`config.mk`:
```
export PLATFORM = sky130hd
export DESIGN_NAME = serial_line_editor
export DESIGN_NICKNAME = d
export VERILOG_FILES = /design/src/rtl/core/sle_pkg.sv /design/src/rtl/core/serial_line_editor.sv /design/src/rtl/core/sle_datapath.sv /design/src/rtl/core/sle_ctrl.sv
export SDC_FILE = /design/constraint.sdc
export NUM_CORES = 1
export LEC_CHECK = 0
export BUFFER_PORTS_ARGS = -buffer_cell sky130_fd_sc_hd__buf_4
export CORE_MARGIN = 2
export CORE_UTILIZATION = 55
export CTS_BUF_LIST = sky130_fd_sc_hd__clkbuf_4 sky130_fd_sc_hd__clkbuf_8
export DETAILED_ROUTE_END_ITERATION = 10
export PLACE_DENSITY = 0.74
export SLEW_MARGIN = 10
export SYNTH_ARGS = -nofsm -noshare
export SYNTH_HDL_FRONTEND = slang
export SYNTH_SLANG_ARGS = --single-unit
```
`constraint.sdc`:
```
create_clock -name clk -period 10.9 [get_ports clk]
set_input_delay 1.635 -clock clk [delete_from_list [all_inputs] [get_ports clk]]
set_output_delay 1.635 -clock clk [all_outputs]
set_load 0.02 [all_outputs]
```
`src/rtl/core/sle_pkg.sv`:
```
// ----------------------------------------------------------------------------
// sle_pkg: shared types and constants of the serial line editor
// Word formats of both channels, result kinds, and the command and status
// groups that join the controller to the datapath.
// ----------------------------------------------------------------------------
package sle_pkg;

  // Default number of slots in the character ring.
  localparam int RING_SLOTS_DEFAULT = 128;

  // Width and ceiling of the reported erase count.
  localparam int ERASE_W = 7;
  localparam logic [ERASE_W-1:0] ERASE_MAX = 7'd127;

  // Request opcodes.
  localparam logic OP_RX   = 1'b0;
  localparam logic OP_READ = 1'b1;

  // Result kinds.
  localparam logic [2:0] KIND_DROP     = 3'd0;
  localparam logic [2:0] KIND_ECHO     = 3'd1;
  localparam logic [2:0] KIND_BELL     = 3'd2;
  localparam logic [2:0] KIND_ERASE    = 3'd3;
  localparam logic [2:0] KIND_NEWLINE  = 3'd4;
  localparam logic [2:0] KIND_DATA     = 3'd5;
  localparam logic [2:0] KIND_NOTREADY = 3'd6;

  // Request word.
  typedef struct packed {
    logic       opcode;
    logic [7:0] rx_char;
  } in_word_t;

  // Result word.
  typedef struct packed {
    logic [2:0]         kind;
    logic [7:0]         out_char;
    logic [ERASE_W-1:0] erase_count;
    logic               line_end;
  } out_word_t;

  // Source of the character field of a result.
  typedef enum logic [1:0] {
    CSEL_ZERO = 2'd0,
    CSEL_IN   = 2'd1,
    CSEL_RD   = 2'd2
  } char_sel_t;

  // Source of the erase count of a result.
  typedef enum logic [1:0] {
    NSEL_ZERO = 2'd0,
    NSEL_ONE  = 2'd1,
    NSEL_CNT  = 2'd2,
    NSEL_LEN  = 2'd3
  } cnt_sel_t;

  // Commands from the controller to the datapath.
  typedef struct packed {
    logic       in_load;
    logic       rd_en;
    logic       rd_prev;
    logic       wr_en;
    logic       wr_lf;
    logic       wp_dec;
    logic       wp_to_rp;
    logic       rp_inc;
    logic       set_ready;
    logic       clear_ready;
    logic       cnt_clr;
    logic       cnt_inc;
    logic       res_load;
    logic [2:0] res_kind;
    char_sel_t  char_sel;
    cnt_sel_t   cnt_sel;
    logic       res_end;
    logic       out_load;
  } dp_cmd_t;

  // Status from the datapath to the controller.
  typedef struct packed {
    logic opcode;
    logic is_cr;
    logic is_bs;
    logic is_werase;
    logic is_kill;
    logic line_ready;
    logic len_zero;
    logic len_one;
    logic full;
    logic rd_white;
    logic out_free;
  } dp_status_t;

endpackage

```
`src/rtl/core/serial_line_editor.sv`:
```
// ----------------------------------------------------------------------------
// serial_line_editor: console line editor over a character ring
// Edits a typed line character by character and drains finished lines.
// ----------------------------------------------------------------------------
// Usage: the req channel carries one word per received character (opcode 0)
// or per read request (opcode 1). The rsp channel returns exactly one result
// word for each request word, in order. Both channels use valid and stall.
//
// A plain character, backspace, line kill, carriage return, drop or
// not-ready answer is decoded in S_EXEC and its result then loaded into the
// output register; a read of a line byte passes through S_RDATA as well, for
// the registered read of the line store. A word erase loops once per erased
// character, reading one stored character and testing it before stepping the
// cursor back, until it runs back to the start of the line or stops at
// whitespace. A new request is taken only after the previous result is
// loaded into the output register.
//
// Reset clears the pointers, the line ready flag and the output valid flag;
// the line store itself is not cleared and needs no clearing pass. While the
// receiver stalls, the result stays in the output register and the block can
// take and work on one further request, whose result waits until it is free.
// ----------------------------------------------------------------------------
module serial_line_editor import sle_pkg::*; #(
  parameter int RING_SLOTS = RING_SLOTS_DEFAULT
) (
  input  logic      clk,
  input  logic      rst,
  input  logic      req_valid,
  output logic      req_stall,
  input  in_word_t  req,
  output logic      rsp_valid,
  input  logic      rsp_stall,
  output out_word_t rsp
);

  dp_cmd_t    cmd;
  dp_status_t status;

  // Sequencer.
  sle_ctrl u_ctrl (
    .clk       (clk),
    .rst       (rst),
    .req_valid (req_valid),
    .req_stall (req_stall),
    .status    (status),
    .cmd       (cmd)
  );

  // Ring, pointers and result registers.
  sle_datapath #(
    .RING_SLOTS (RING_SLOTS)
  ) u_datapath (
    .clk       (clk),
    .rst       (rst),
    .req       (req),
    .cmd       (cmd),
    .status    (status),
    .rsp_stall (rsp_stall),
    .rsp_valid (rsp_valid),
    .rsp       (rsp)
  );

endmodule

```
`src/rtl/core/sle_datapath.sv`:
```
// ----------------------------------------------------------------------------
// sle_datapath: character ring, pointers and result registers
// Holds the line store, the read and write pointers, the line ready flag,
// the word erase counter, a pending result and the output register.
// ----------------------------------------------------------------------------
module sle_datapath import sle_pkg::*; #(
  parameter int RING_SLOTS = RING_SLOTS_DEFAULT
) (
  input  logic       clk,
  input  logic       rst,
  input  in_word_t   req,
  input  dp_cmd_t    cmd,
  output dp_status_t status,
  input  logic       rsp_stall,
  output logic       rsp_valid,
  output out_word_t  rsp
);

  localparam int PTR_W = $clog2(RING_SLOTS);
  localparam int LEN_W = PTR_W + 1;
  localparam int SAT_W = (LEN_W > ERASE_W) ? LEN_W : ERASE_W;
  localparam logic [PTR_W-1:0] LAST_SLOT = PTR_W'(RING_SLOTS - 1);

  localparam logic [7:0] CH_BS     = 8'h08;
  localparam logic [7:0] CH_DEL    = 8'h7F;
  localparam logic [7:0] CH_WERASE = 8'h17;
  localparam logic [7:0] CH_KILL   = 8'h15;
  localparam logic [7:0] CH_CR     = 8'h0D;
  localparam logic [7:0] CH_LF     = 8'h0A;

  in_word_t         cur;
  logic [PTR_W-1:0] rp;
  logic [PTR_W-1:0] wp;
  logic [PTR_W-1:0] cnt;
  logic             line_ready;
  logic [7:0]       mem [RING_SLOTS];
  logic [7:0]       rd_data;
  out_word_t        res;
  out_word_t        rsp_r;
  logic             rsp_valid_r;

  logic [PTR_W-1:0]   wp_prev;
  logic [PTR_W-1:0]   wp_succ;
  logic [PTR_W-1:0]   rp_succ;
  logic [LEN_W-1:0]   len;
  logic [SAT_W-1:0]   cnt_val;
  logic [ERASE_W-1:0] erase_val;
  logic [7:0]         char_val;

  // Ring neighbors of the pointers, and the current line length.
  always_comb begin
    wp_prev = (wp == '0) ? LAST_SLOT : wp - PTR_W'(1);
    wp_succ = (wp == LAST_SLOT) ? '0 : wp + PTR_W'(1);
    rp_succ = (rp == LAST_SLOT) ? '0 : rp + PTR_W'(1);
    if (wp >= rp) begin
      len = {1'b0, wp} - {1'b0, rp};
    end else begin
      len = {1'b0, wp} + LEN_W'(RING_SLOTS) - {1'b0, rp};
    end
  end

  // Request latch.
  always_ff @(posedge clk) begin
    if (cmd.in_load) begin
      cur <= req;
    end
  end

  // Pointers and the line ready flag.
  always_ff @(posedge clk) begin
    if (rst) begin
      rp         <= '0;
      wp         <= '0;
      line_ready <= 1'b0;
    end else begin
      if (cmd.wr_en) begin
        wp <= wp_succ;
      end else if (cmd.wp_dec) begin
        wp <= wp_prev;
      end else if (cmd.wp_to_rp) begin
        wp <= rp;
      end
      if (cmd.rp_inc) begin
        rp <= rp_succ;
      end
      if (cmd.set_ready) begin
        line_ready <= 1'b1;
      end else if (cmd.clear_ready) begin
        line_ready <= 1'b0;
      end
    end
  end

  // Line store: one write port at the write pointer.
  always_ff @(posedge clk) begin
    if (cmd.wr_en) begin
      mem[wp] <= cmd.wr_lf ? CH_LF : cur.rx_char;
    end
  end

  // Line store: registered read at the read pointer or just before the cursor.
  always_ff @(posedge clk) begin
    if (cmd.rd_en) begin
      rd_data <= mem[cmd.rd_prev ? wp_prev : rp];
    end
  end

  // Word erase counter.
  always_ff @(posedge clk) begin
    if (cmd.cnt_clr) begin
      cnt <= '0;
    end else if (cmd.cnt_inc) begin
      cnt <= cnt + PTR_W'(1);
    end
  end

  // Result field selection; counts above the field's range saturate.
  always_comb begin
    case (cmd.cnt_sel)
      NSEL_ZERO: cnt_val = '0;
      NSEL_ONE:  cnt_val = SAT_W'(1);
      NSEL_CNT:  cnt_val = SAT_W'(cnt);
      NSEL_LEN:  cnt_val = SAT_W'(len);
      default:   cnt_val = '0;
    endcase
    erase_val = (cnt_val > SAT_W'(ERASE_MAX)) ? ERASE_MAX : cnt_val[ERASE_W-1:0];
    case (cmd.char_sel)
      CSEL_ZERO: char_val = '0;
      CSEL_IN:   char_val = cur.rx_char;
      CSEL_RD:   char_val = rd_data;
      default:   char_val = '0;
    endcase
  end

  // Pending result, held until the output register frees up.
  always_ff @(posedge clk) begin
    if (cmd.res_load) begin
      res.kind        <= cmd.res_kind;
      res.out_char    <= char_val;
      res.erase_count <= erase_val;
      res.line_end    <= cmd.res_end;
    end
  end

  // Output register.
  always_ff @(posedge clk) begin
    if (rst) begin
      rsp_valid_r <= 1'b0;
    end else if (cmd.out_load) begin
      rsp_valid_r <= 1'b1;
    end else if (!rsp_stall) begin
      rsp_valid_r <= 1'b0;
    end
  end

  always_ff @(posedge clk) begin
    if (cmd.out_load) begin
      rsp_r <= res;
    end
  end

  assign rsp_valid = rsp_valid_r;
  assign rsp       = rsp_r;

  // Status toward the controller.
  always_comb begin
    status.opcode     = cur.opcode;
    status.is_cr      = (cur.rx_char == CH_CR);
    status.is_bs      = (cur.rx_char == CH_BS) || (cur.rx_char == CH_DEL);
    status.is_werase  = (cur.rx_char == CH_WERASE);
    status.is_kill    = (cur.rx_char == CH_KILL);
    status.line_ready = line_ready;
    status.len_zero   = (len == '0);
    status.len_one    = (len == LEN_W'(1));
    status.full       = (len >= LEN_W'(RING_SLOTS - 2));
    status.rd_white   = (rd_data == 8'h20) || ((rd_data >= 8'h09) && (rd_data <= 8'h0D));
    status.out_free   = !rsp_valid_r || !rsp_stall;
  end

  // Both pointers stay inside the ring.
  a_ptr_range: assert property (@(posedge clk) disable iff (rst)
    (rp <= LAST_SLOT) && (wp <= LAST_SLOT))
    else $error("ring pointer out of range");

  // A result never overwrites one that is still waiting to be taken.
  a_no_overwrite: assert property (@(posedge clk) disable iff (rst)
    cmd.out_load |-> (!rsp_valid_r || !rsp_stall))
    else $error("output register overwritten");

  // While a finished line is pending the typed line does not move.
  a_line_frozen: assert property (@(posedge clk) disable iff (rst)
    line_ready |=> $stable(wp))
    else $error("write pointer moved with a line pending");

endmodule

```
`src/rtl/core/sle_ctrl.sv`:
```
// ----------------------------------------------------------------------------
// sle_ctrl: sequencing state machine of the serial line editor
// Decodes each request word, steps the word erase loop over the store,
// and hands the result to the output register when it is free.
// ----------------------------------------------------------------------------
module sle_ctrl import sle_pkg::*; (
  input  logic       clk,
  input  logic       rst,
  input  logic       req_valid,
  output logic       req_stall,
  input  dp_status_t status,
  output dp_cmd_t    cmd
);

  typedef enum logic [5:0] {
    S_IDLE  = 6'b000001,
    S_EXEC  = 6'b000010,
    S_RDATA = 6'b000100,
    S_WREAD = 6'b001000,
    S_WTEST = 6'b010000,
    S_EMIT  = 6'b100000
  } state_t;

  state_t state;
  state_t state_next;

  always_ff @(posedge clk) begin
    if (rst) begin
      state <= S_IDLE;
    end else begin
      state <= state_next;
    end
  end

  assign req_stall = (state != S_IDLE);

  // Next state and datapath commands.
  always_comb begin
    state_next   = state;
    cmd          = '0;
    cmd.char_sel = CSEL_ZERO;
    cmd.cnt_sel  = NSEL_ZERO;
    case (state)
      S_IDLE: begin
        if (req_valid) begin
          cmd.in_load = 1'b1;
          state_next  = S_EXEC;
        end
      end
      S_EXEC: begin
        cmd.res_load = 1'b1;
        state_next   = S_EMIT;
        if (status.opcode == OP_READ) begin
          if (!status.line_ready || status.len_zero) begin
            cmd.res_kind = KIND_NOTREADY;
          end else begin
            cmd.res_load = 1'b0;
            cmd.rd_en    = 1'b1;
            state_next   = S_RDATA;
          end
        end else if (status.line_ready) begin
          cmd.res_kind = KIND_DROP;
        end else if (status.is_cr) begin
          cmd.wr_en     = 1'b1;
          cmd.wr_lf     = 1'b1;
          cmd.set_ready = 1'b1;
          cmd.res_kind  = KIND_NEWLINE;
        end else if (status.is_bs) begin
          if (status.len_zero) begin
            cmd.res_kind = KIND_BELL;
          end else begin
            cmd.wp_dec   = 1'b1;
            cmd.res_kind = KIND_ERASE;
            cmd.cnt_sel  = NSEL_ONE;
          end
        end else if (status.is_werase) begin
          cmd.res_load = 1'b0;
          cmd.cnt_clr  = 1'b1;
          state_next   = S_WREAD;
        end else if (status.is_kill) begin
          cmd.wp_to_rp = 1'b1;
          cmd.res_kind = KIND_ERASE;
          cmd.cnt_sel  = NSEL_LEN;
        end else if (status.full) begin
          cmd.res_kind = KIND_BELL;
        end else begin
          cmd.wr_en    = 1'b1;
          cmd.res_kind = KIND_ECHO;
          cmd.char_sel = CSEL_IN;
        end
      end
      S_RDATA: begin
        // The byte at the read pointer is now in the read register.
        cmd.res_load    = 1'b1;
        cmd.res_kind    = KIND_DATA;
        cmd.char_sel    = CSEL_RD;
        cmd.res_end     = status.len_one;
        cmd.rp_inc      = 1'b1;
        cmd.clear_ready = status.len_one;
        state_next      = S_EMIT;
      end
      S_WREAD: begin
        // Fetch the character just before the cursor, or finish on an empty line.
        if (status.len_zero) begin
          cmd.res_load = 1'b1;
          cmd.res_kind = KIND_ERASE;
          cmd.cnt_sel  = NSEL_CNT;
          state_next   = S_EMIT;
        end else begin
          cmd.rd_en   = 1'b1;
          cmd.rd_prev = 1'b1;
          state_next  = S_WTEST;
        end
      end
      S_WTEST: begin
        // Stop at whitespace, otherwise erase it and look one further back.
        if (status.rd_white) begin
          cmd.res_load = 1'b1;
          cmd.res_kind = KIND_ERASE;
          cmd.cnt_sel  = NSEL_CNT;
          state_next   = S_EMIT;
        end else begin
          cmd.wp_dec  = 1'b1;
          cmd.cnt_inc = 1'b1;
          state_next  = S_WREAD;
        end
      end
      S_EMIT: begin
        if (status.out_free) begin
          cmd.out_load = 1'b1;
          state_next   = S_IDLE;
        end
      end
      default: begin
        state_next = S_IDLE;
      end
    endcase
  end

endmodule
```
==> results.tsv <==
metric	value	unit
status	completed	
Worst Path Max Fanout	84	
CTS resizes	0	
Avg Cell Area, Syn	13.5	um^2
post-CTS setup repair buffer count	0	
Final WS setup	4.22	ns
Setup Total Neg Slack	0	ns
CTS HTree Levels	4	
initial antenna violation count	5	
clock root buffer	clkbuf_8	
number of synthesized flops with an enable pin	1079	
first-pass GRT wire length	172	mm
Post-Synthesis Cells	3342	
die area	84500	um^2
Max Cap Violations	0	
CTS buffer count	169	
Total Power	8.06	mW
post-synthesis simple-gate area fraction	0.109	
hold_buf cts	0	
multiplexer share of the synthesized area	0.0166	
P&R area growth vs syn	9.41	%
crit start category	register	
WHS	0.418	ns
post-route minimum period	6.68	ns
Max Clk Rate	150	MHz
io pins	34	
DP Worst Slack	4.44	ns
clock slew at reported path FFs	0.06	ns
PD cells	163	nW/um^2
Final Util	0.605	
Final setup viols	0	
largest net degree at the start of global routing	133	
DR iter-0 viols	4000	
share of layout cells above drive strength 1	0.109	
DP HPWL	66.2	mm
CTS sink count	1108	
slew margin rel.	0.184	
clock latency on the worst-skew pair	0.83	ns
post-synth cell types	79	
Max Root-Sink Buffers	3	
Post-synth ARST share	0	
worst r2r src	u_datapath.wp[5]$_SDFFE_PP0P_	
die height	291	um
clk_skew	0.0379	ns
DR WL/cell	25.2	um
first-pass iteration count of the detailed router	6	
syn nets	3370	
Initial Utilization	0.553	
Synth Area in Compound Gates	0.112	
Buffers on Ports	33	
routability cong.	0.941	
Final Max Slew Viols	0	
GR Util All Layers	0.270	
type of the tightest min-delay check	reg -> reg	
mapped cell area	45200	um^2
Synth Flop Type	edfxtp_1	
Peak VDD IR	82.4	uV
r2r setup slk	4.22	ns
Die W	291	um
Placeable Area	81700	um^2
number of global-route vias before repair	28141	
Synth Area in Adders	0.00432	
largest family of logic cells by synthesized area	compound AO/OA/AOI/OAI gates	
placed cell area	46200	um^2
Leak	16.7	nW
total number of vias	29237	
GRT overflow	0	
CP Capture Point	u_datapath.rd_data[3]$_DFFE_PP_	
Hold Path Origin	u_datapath.res[1]$_SDFFCE_PN1P_	
drt via density	6.40	
unrepaired setup endpoints after global routing	false	
Seq cells post-synth	1108	
residual DRC count	0	
Post-Place Cells	4268	
Crit Path Class	reg -> reg	
Crit. End Element	register	
register area share after synthesis	0.730	
fillers	6074	
Hold Vio Cnt, Final	0	
Yosys Warn Count	0	
r2r endpoint	u_datapath.rd_data[3]$_DFFE_PP_	
Crit path required time	11.51	ns
Nets	3398	
R2R cell count	15	
CTS tree	built	
leading cell type in the layout, fill and taps excluded	edfxtp_1	
commonest cells after routing, fill and taps aside	1079 x edfxtp_1, 620 x nand2_1, 207 x a21oi_1	
Non-Filler Instances	4567	
part of the cycle the worst path needs	0.613	
# rows	105	
xor/xnor cell area share of the yosys netlist	0.00271	
CP Launch Point	u_datapath.wp[5]$_SDFFE_PP0P_	
Post-Route WL	115	mm
pin slew with the least headroom to its limit	1.22	ns
Finished Cell Area	49400	um^2
crit path DAT	7.30	ns
ANT nets after route	0	
[where the power goes]
group / leakage [nW] / internal (mW) / switching (mW)
combinational: 5.10 / 0.0153 / 0.0950
sequential: 9.96 / 4.69 / 0.00595
clock: 1.66 / 1.67 / 1.58
total: 16.7 / 6.38 / 1.68
[flip-flops by register name, summed over array words and instances (netlist names)]
register / flops
u_ctrl.state: 6
u_datapath.cnt: 7
u_datapath.cur: 8
u_datapath.line_ready: 1
u_datapath.mem: 1024
u_datapath.rd_data: 8
u_datapath.res: 19
u_datapath.rp: 7
u_datapath.rsp: 19
u_datapath.rsp_valid: 1
u_datapath.status: 1
u_datapath.wp: 7
[cell usage after synthesis (22+ instances only)]
master | n | share of area
nand2_1 | 620 | 0.052
a211o_1 | 22 | 0.0043
clkbuf_1 | 111 | 0.0092
buf_4 | 28 | 0.0047
a32o_1 | 58 | 0.013
a21oi_1 | 208 | 0.023
a31oi_1 | 127 | 0.018
a22oi_1 | 52 | 0.0086
o21ai_0 | 93 | 0.010
nand3_1 | 175 | 0.019
mux2i_1 | 69 | 0.015
dfxtp_1 | 29 | 0.013
edfxtp_1 | 1079 | 0.72
nor2_1 | 186 | 0.015
nand4_1 | 23 | 0.0032
buf_2 | 75 | 0.0083
and3_1 | 38 | 0.0053
[worst min path at each step]
stage | endpoint | depth (start not counted) | slack (ns)
3_5_place_dp | u_datapath.rsp[1]$_DFFE_PP_ | 0 | 0.40
6_report | u_datapath.rsp[1]$_DFFE_PP_ | 0 | 0.42
3_3_place_gp | u_datapath.rsp[11]$_DFFE_PP_ | 0 | 0.40
2_1_floorplan | u_datapath.rsp[0]$_DFFE_PP_ | 0 | 0.40
4_1_cts | u_datapath.rsp[1]$_DFFE_PP_ | 0 | 0.42
5_1_grt | u_datapath.rsp[11]$_DFFE_PP_ | 0 | 0.43
[routing by layer]
metal	share of wire	vias to the layer above	GRT usage
met2	0.46	1758	0.411
met3	0.12	246	0.0811
met5	0.00036	-	0
met1	0.39	14393	0.363
met4	0.036	6	0.113
li1	-	12834	-
[critical path, stage by stage (launching register included)]
cell and delay [ns]:
dfxtp_1 0.66, ha_1 0.37, nor2b_1 0.17, a2111oi_0 0.52, o211ai_1 0.34, a2111oi_4 0.81
nor2_4 0.06, buf_4 0.33, nor2_4 0.62, buf_4 0.84, buf_4 0.65, a21oi_1 0.16
a22oi_1 0.21, nand3_1 0.10, nand3_1 0.15, nor4bb_1 0.29
[cell families after synthesis]
family                   Yosys count
AND/OR/NAND/NOR                 1138
flip-flops                      1108
AO/OA/AOI/OAI                    746
buffers and inverters            247
multiplexers                      74
adder cells (fa/ha/maj)           15
XOR/XNOR                          14
[cell type report]
| type | count | area (um^2) | area share |
|---|---|---|---|
| Antenna cell | 1 | 2.50 | 0.0000506 |
| Clock buffer | 223 | 2760 | 0.0558 |
| Timing Repair Buffer | 85 | 671 | 0.0136 |
| Multi-Input combinational cell | 1987 | 11200 | 0.227 |
| Clock inverter | 74 | 412 | 0.00833 |
| Inverter | 19 | 71.3 | 0.00144 |
| Sequential cell | 1108 | 33000 | 0.667 |
| Tap cell | 1070 | 1340 | 0.0271 |
No activity file was read; power rests on OpenSTA's default activity.
